**src/rtl/tcw_pkg.sv**
```systemverilog
// ----------------------------------------------------------------------------
// tcw_pkg: shared types and constants of the text console writer
// Field types, character and command codes, controller states, and the
// command and status groups that join the controller to the datapath.
// ----------------------------------------------------------------------------
package tcw_pkg;

  // Channel field types.
  typedef logic [1:0]  kind_t;
  typedef logic [7:0]  char_t;
  typedef logic [10:0] idx_t;
  typedef logic [10:0] pos_t;
  typedef logic [4:0]  row_out_t;
  typedef logic [6:0]  col_out_t;
  typedef logic [15:0] cell_t;
  typedef logic [3:0]  color_t;
  typedef logic [1:0]  reg_idx_t;

  // Transaction kinds. The fourth code is a no-op that only reports the cursor.
  localparam kind_t KIND_PUT   = 2'd0;
  localparam kind_t KIND_CLEAR = 2'd1;
  localparam kind_t KIND_READ  = 2'd2;

  // Control characters.
  localparam char_t CH_BS    = 8'd8;
  localparam char_t CH_TAB   = 8'd9;
  localparam char_t CH_NL    = 8'd10;
  localparam char_t CH_CR    = 8'd13;
  localparam char_t CH_SPACE = 8'h20;

  localparam int TAB_STOP = 8;

  // Cell value after reset: white on black space.
  localparam cell_t RESET_CELL = 16'h0720;

  localparam color_t FG_RESET = 4'd7;
  localparam color_t BG_RESET = 4'd0;

  // Configuration register indexes.
  localparam reg_idx_t REG_FG = 2'd0;
  localparam reg_idx_t REG_BG = 2'd1;

  typedef enum logic [2:0] {
    ST_INIT,
    ST_IDLE,
    ST_EXEC,
    ST_RWAIT,
    ST_SCROLL,
    ST_FILL,
    ST_DONE
  } state_t;

  typedef struct packed {
    logic load_item;
    logic exec;
    logic capture_read;
    logic cnt_zero;
    logic scroll_step;
    logic fill_step;
    logic fill_reset;
    logic load_result;
  } ctl_cmd_t;

  typedef struct packed {
    kind_t kind;
    logic  bottom_wrap;
    logic  in_range;
    logic  copy_done;
    logic  fill_done;
    logic  out_hold;
  } ctl_sts_t;

endpackage

```
**src/rtl/tcw_controller.sv**
```systemverilog
// ----------------------------------------------------------------------------
// tcw_controller: sequencing state machine of the text console writer
// Steps through reset fill, execution, read wait, scroll, clear and result hand-off.
// ----------------------------------------------------------------------------
module tcw_controller (
  input  logic               clk,
  input  logic               rst,
  input  logic               req_valid,
  output logic               req_ready,
  input  tcw_pkg::ctl_sts_t  sts,
  output tcw_pkg::ctl_cmd_t  cmd
);

  tcw_pkg::state_t state;
  tcw_pkg::state_t state_next;

  always_ff @(posedge clk) begin
    if (rst) begin
      state <= tcw_pkg::ST_INIT;
    end else begin
      state <= state_next;
    end
  end

  always_comb begin
    state_next = state;
    case (state)
      tcw_pkg::ST_INIT: begin
        if (sts.fill_done) state_next = tcw_pkg::ST_IDLE;
      end
      tcw_pkg::ST_IDLE: begin
        if (req_valid) state_next = tcw_pkg::ST_EXEC;
      end
      tcw_pkg::ST_EXEC: begin
        case (sts.kind)
          tcw_pkg::KIND_PUT: begin
            state_next = sts.bottom_wrap ? tcw_pkg::ST_SCROLL : tcw_pkg::ST_DONE;
          end
          tcw_pkg::KIND_CLEAR: begin
            state_next = tcw_pkg::ST_FILL;
          end
          tcw_pkg::KIND_READ: begin
            state_next = sts.in_range ? tcw_pkg::ST_RWAIT : tcw_pkg::ST_DONE;
          end
          default: begin
            state_next = tcw_pkg::ST_DONE;
          end
        endcase
      end
      tcw_pkg::ST_RWAIT: begin
        state_next = tcw_pkg::ST_DONE;
      end
      tcw_pkg::ST_SCROLL: begin
        if (sts.copy_done) state_next = tcw_pkg::ST_FILL;
      end
      tcw_pkg::ST_FILL: begin
        if (sts.fill_done) state_next = tcw_pkg::ST_DONE;
      end
      tcw_pkg::ST_DONE: begin
        if (!sts.out_hold) state_next = tcw_pkg::ST_IDLE;
      end
      default: begin
        state_next = tcw_pkg::ST_INIT;
      end
    endcase
  end

  always_comb begin
    cmd       = '0;
    req_ready = 1'b0;
    case (state)
      tcw_pkg::ST_INIT: begin
        cmd.fill_step  = 1'b1;
        cmd.fill_reset = 1'b1;
      end
      tcw_pkg::ST_IDLE: begin
        req_ready     = 1'b1;
        cmd.load_item = req_valid;
      end
      tcw_pkg::ST_EXEC: begin
        cmd.exec     = 1'b1;
        cmd.cnt_zero = (sts.kind == tcw_pkg::KIND_CLEAR) ||
                       (sts.kind == tcw_pkg::KIND_PUT && sts.bottom_wrap);
      end
      tcw_pkg::ST_RWAIT: begin
        cmd.capture_read = 1'b1;
      end
      tcw_pkg::ST_SCROLL: begin
        cmd.scroll_step = 1'b1;
      end
      tcw_pkg::ST_FILL: begin
        cmd.fill_step = 1'b1;
      end
      tcw_pkg::ST_DONE: begin
        cmd.load_result = !sts.out_hold;
      end
      default: ;
    endcase
  end

endmodule

```
**config.mk**
```make
export PLATFORM = sky130hd
export DESIGN_NAME = tcw_controller
export DESIGN_NICKNAME = d
export VERILOG_FILES = /design/src/rtl/tcw_pkg.sv /design/src/rtl/tcw_controller.sv
export SDC_FILE = /design/constraint.sdc
export NUM_CORES = 1
export LEC_CHECK = 0
export BUFFER_PORTS_ARGS = -buffer_cell sky130_fd_sc_hd__buf_2
export CORE_AREA = 2 2 39 41
export CTS_BUF_LIST = sky130_fd_sc_hd__clkbuf_8 sky130_fd_sc_hd__clkbuf_16
export CTS_CLUSTER_DIAMETER = 30
export CTS_CLUSTER_SIZE = 20
export DETAILED_ROUTE_END_ITERATION = 10
export DIE_AREA = 0 0 41 43
export PLACE_DENSITY = 0.6
export REMOVE_ABC_BUFFERS = 1
export SETUP_SLACK_MARGIN = 0.3
export SLEW_MARGIN = 0
export SYNTH_ARGS = -nofsm -noshare
export SYNTH_HDL_FRONTEND = slang
export SYNTH_SLANG_ARGS = --single-unit
```
**constraint.sdc**
```tcl
create_clock -name clk -period 4.1 [get_ports clk]
set_clock_uncertainty 0.15 [all_clocks]
set_input_delay 0 -clock clk [delete_from_list [all_inputs] [get_ports clk]]
set_output_delay 0 -clock clk [all_outputs]
set_load 0.005 [all_outputs]
```
==> results by stage <==
Final layout:
- The finished layout cell area is 463 sq um.
- The multi-input gate area in the final layout is about 220 sq um.
- Relative to the synthesized area, the layout overhead comes to 49.8%.
- After the last flow step, the layout net total stands at 71.
- The number of fill cells is 158.
- state holds more flip-flops than any other register.
- The post-layout utilization of the core is 0.335.
- In the final layout, the share of cells above drive strength 1 is 0.383.
- The sequential cells in the finished layout cover a total of between 60 and 70 sq um.
- In the final layout, the registers with the most flip-flops are state: 3 flops.
- The count of antenna diodes in the layout is 0.
- The register with the most flip-flops in the layout has 3 of them.

Clock network:
- Once the clock tree was built, the setup fixing pass inserted 0 buffers.
- The maximum level of the CTS H-tree is 1.
- The clock passes through at most 2 buffers.
- Clock-pin slew was measured on the worst setup and hold paths at ~0.03 ns.
- The clock latency reported for the late side of the worst-skew pair is about 0.21 ns.
- The clock root buffer master is sky130_fd_sc_hd__clkbuf_8.
- The clock net in this run drives a total of 3 sinks.
- The TritonCTS clock tree is yes.
- In this run, post-CTS repair resized a total of 0 instances.
- The TritonCTS buffer count is 3.

Floorplanning:
- After floorplanning, the core was divided into 14 placement rows.
- The floorplan step set the die width to slightly above 40 microns.
- The core region is 1380 sq um.
- The starting utilization of the core area is 0.223.
- The die covers ~1800 sq um.
- The die is 43 microns tall.
- 19 I/O pins were placed.

Synth:
- For this run, the number of Yosys warnings is 0.
- The synthesized design contains 0 enable-type register cells.
- The number of cells produced by synthesis is 39.
- For this run, the leading register cell type out of synthesis is sky130_fd_sc_hd__dfxtp_1.
- The sequential fraction of the synthesis area is 0.194.
- A synthesized cell averages 7.92 sq um.
- After synthesis, the netlist uses 26 different library cells.
- In the synthesized netlist the async set-or-reset flop fraction comes to 0.
- Summing every instance area after synthesis gives 309 sq um.
- Counting flops and latches in the post-synthesis netlist gives 3.

Power and ir drop:
- VDD sags by at most 0.133 mV.
- The power density over cell area is 369 nW/um^2.
- In this run the static leakage power is 0.229 nW.

Setup path:
- The highest net fanout along the worst path is 13.
- The critical setup path kind is flip-flop to flip-flop.
- The signal arrival time at the worst endpoint is about 1.5 ns.
- STA classifies the critical path startpoint as a flip-flop.
- The data required time of the worst path is 4.07 ns.
- STA classifies the critical path endpoint as a flip-flop.
- Measured in cells, the most critical reg-to-reg path has a length of 3.

Drt:
- Dividing the detail-routed wire length by the instance count gives roughly 10 microns.
- After detailed routing, no signal wire sits above met3.
- After detailed routing, the number of vias per cell comes to ~4.5.
- The number of iterations in the first detailed-routing pass is 3.
- Wire segments on met3 add up to between 60 and 70 microns in the final route.
- Once detail routing completed, the nets flagged for antenna violations numbered 0.
- For this block, the routed nets add up to 739 microns of wire.
- The iteration-0 DRC count of the detailed router is 4.
- Summing over every cut layer, the via total after detailed routing is 342.
- In the final routing, the length of wire on met1 measures 340 microns.
- The routed length on met2 is 331 microns.
- The DRC violation count after routing is 0.

Timing:
- The worst-case headroom to the max-slew limit is 0.724.
- The final setup violation count is 0.
- For the pin with the worst max-slew slack, the measured transition is 0.414 ns.
- The final cycle utilization of the critical path is 0.372.
- The number of endpoints with negative hold slack in the final report is 0.
- Setup repair after global routing left no endpoint under its margin.
- The number of max-slew violations in the final report is 0.
- The minimum period implied by the final worst setup slack is around 1.5 ns.
- Based on the critical path, the design can be clocked at up to 656 MHz.
- The final total negative setup slack is 0 ns.

Global route:
- The via count of the first global-routing pass was between 200 and 300.
- The number of antenna violations at the first check in global routing is 0.
- In the global route stage, overall resource usage came out at 0.0952.
- The overflow left after global routing is 0.
- Entering global routing, the biggest net connects 14 pins.
- The first global-routing pass estimated 1110 microns of wire.

Hold path:
- The worst hold path depth is 4.
- In this run the worst hold path is classified as input pin to flip-flop.

Placement:
- In this run the cell area measured after placement is 398 sq um.
- Routability-driven placement finished with a final weighted congestion of 0.760.
- Detailed placement ended at an HPWL of 569 microns.
- Buffers placed on the I/O ports in this run total 18.

Run:
- The tool flagged a number of max-cap violations equal to 0.

Run status:
- The run finished with clean final reports.
## timing repair
item | CTS | global route
hold buffers | 2 | 0
endpoints found under the hold margin | 3 | 0
endpoints found under the setup margin | 0 | 0
## power by group
| part | leakage, nW | internal [W] | switching [W] |
|---|---|---|---|
| Sequential | 0.0246 | 0.0000330 | 0.0000105 |
| Clock | 0.0269 | 0.0000636 | 0.0000183 |
| Combinational | 0.177 | 0.0000264 | 0.0000189 |
## worst paths after layout
kind,start,end,slack [ns]
worst min-delay path,sts[3],state[2],0.03
worst max register to register,state[2],state[0],2.57
worst max-delay path,state[2],state[0],2.57
worst min register to register,state[1],state[1],0.47
## layer usage
| layer | up-vias | track usage |
|---|---|---|
| met5 | - | 0 |
| met1 | 147 | 0.125 |
| met2 | 12 | 0.116 |
| met4 | 0 | 0.100 |
| li1 | 183 | - |
| met3 | 0 | 0.0209 |
## critical path: stages (launching register included)
cell and delay, ns:
sky130_fd_sc_hd__dfxtp_1 0.56, sky130_fd_sc_hd__mux2_4 0.34, sky130_fd_sc_hd__or3_1 0.31, sky130_fd_sc_hd__o31ai_1 0.07
## synthesized netlist by cell type (2+ instances only)
master | number | area, sq um
sky130_fd_sc_hd__and2_1 | 2 | 12.5
sky130_fd_sc_hd__buf_2 | 2 | 10.0
sky130_fd_sc_hd__dfxtp_1 | 3 | 60.1
sky130_fd_sc_hd__nand2b_1 | 3 | 18.8
sky130_fd_sc_hd__nor2_1 | 4 | 15.0
sky130_fd_sc_hd__nor2b_1 | 2 | 12.5
sky130_fd_sc_hd__nor3_1 | 2 | 10.0
sky130_fd_sc_hd__nor3b_1 | 2 | 15.0
sky130_fd_sc_hd__o31ai_1 | 2 | 15.0
## cells in the final DEF (no fill, tap or decap), types with 2 or more instances in the layout
| master | Yosys | layout |
|---|---|---|
| sky130_fd_sc_hd__clkbuf_8 | 0 | 3 |
| sky130_fd_sc_hd__and2_1 | 2 | 2 |
| sky130_fd_sc_hd__buf_2 | 2 | 18 |
| sky130_fd_sc_hd__dlygate4sd3_1 | 0 | 2 |
| sky130_fd_sc_hd__inv_1 | 1 | 2 |
| sky130_fd_sc_hd__nor3b_1 | 2 | 2 |
| sky130_fd_sc_hd__dfxtp_1 | 3 | 3 |
| sky130_fd_sc_hd__nor2_1 | 4 | 4 |
| sky130_fd_sc_hd__nor2b_1 | 2 | 2 |
| sky130_fd_sc_hd__o31ai_1 | 2 | 2 |
| sky130_fd_sc_hd__nor3_1 | 2 | 2 |
| sky130_fd_sc_hd__nand2b_1 | 3 | 3 |
## cells by family after synthesis
kind of cell           synth area share
buffers and inverters            0.0810
multiplexers                      0.117
AO/OA/AOI/OAI                     0.243
XOR/XNOR                         0.0283
flip-flops                        0.194
AND/OR/NAND/NOR                   0.336
## layout make-up
class,instances,share of cell area
Multi-Input combinational cell,32,0.484
Timing Repair Buffer,20,0.238
Sequential cell,3,0.130
Clock buffer,3,0.0892
Tap cell,16,0.0432
Clock inverter,1,0.00811
Inverter,1,0.00811
## stage by stage
stage | setup WS, ns | total power, W | hold WS [ns] | instances
finish | 2.57 | 0.000171 | 0.0327 | 76
global route | 2.51 | 0.000184 | 0.0604 | 76
CTS | 2.58 | 0.000173 | 0.0290 | 76
detailed placement | 2.59 | 0.0000881 | 0.0656 | 70
global placement | 2.64 | 0.0000878 | 0.0672 | 70
floorplan | 2.69 | 0.0000678 | -0.117 | 36
Power figures use the tool's default switching activity.
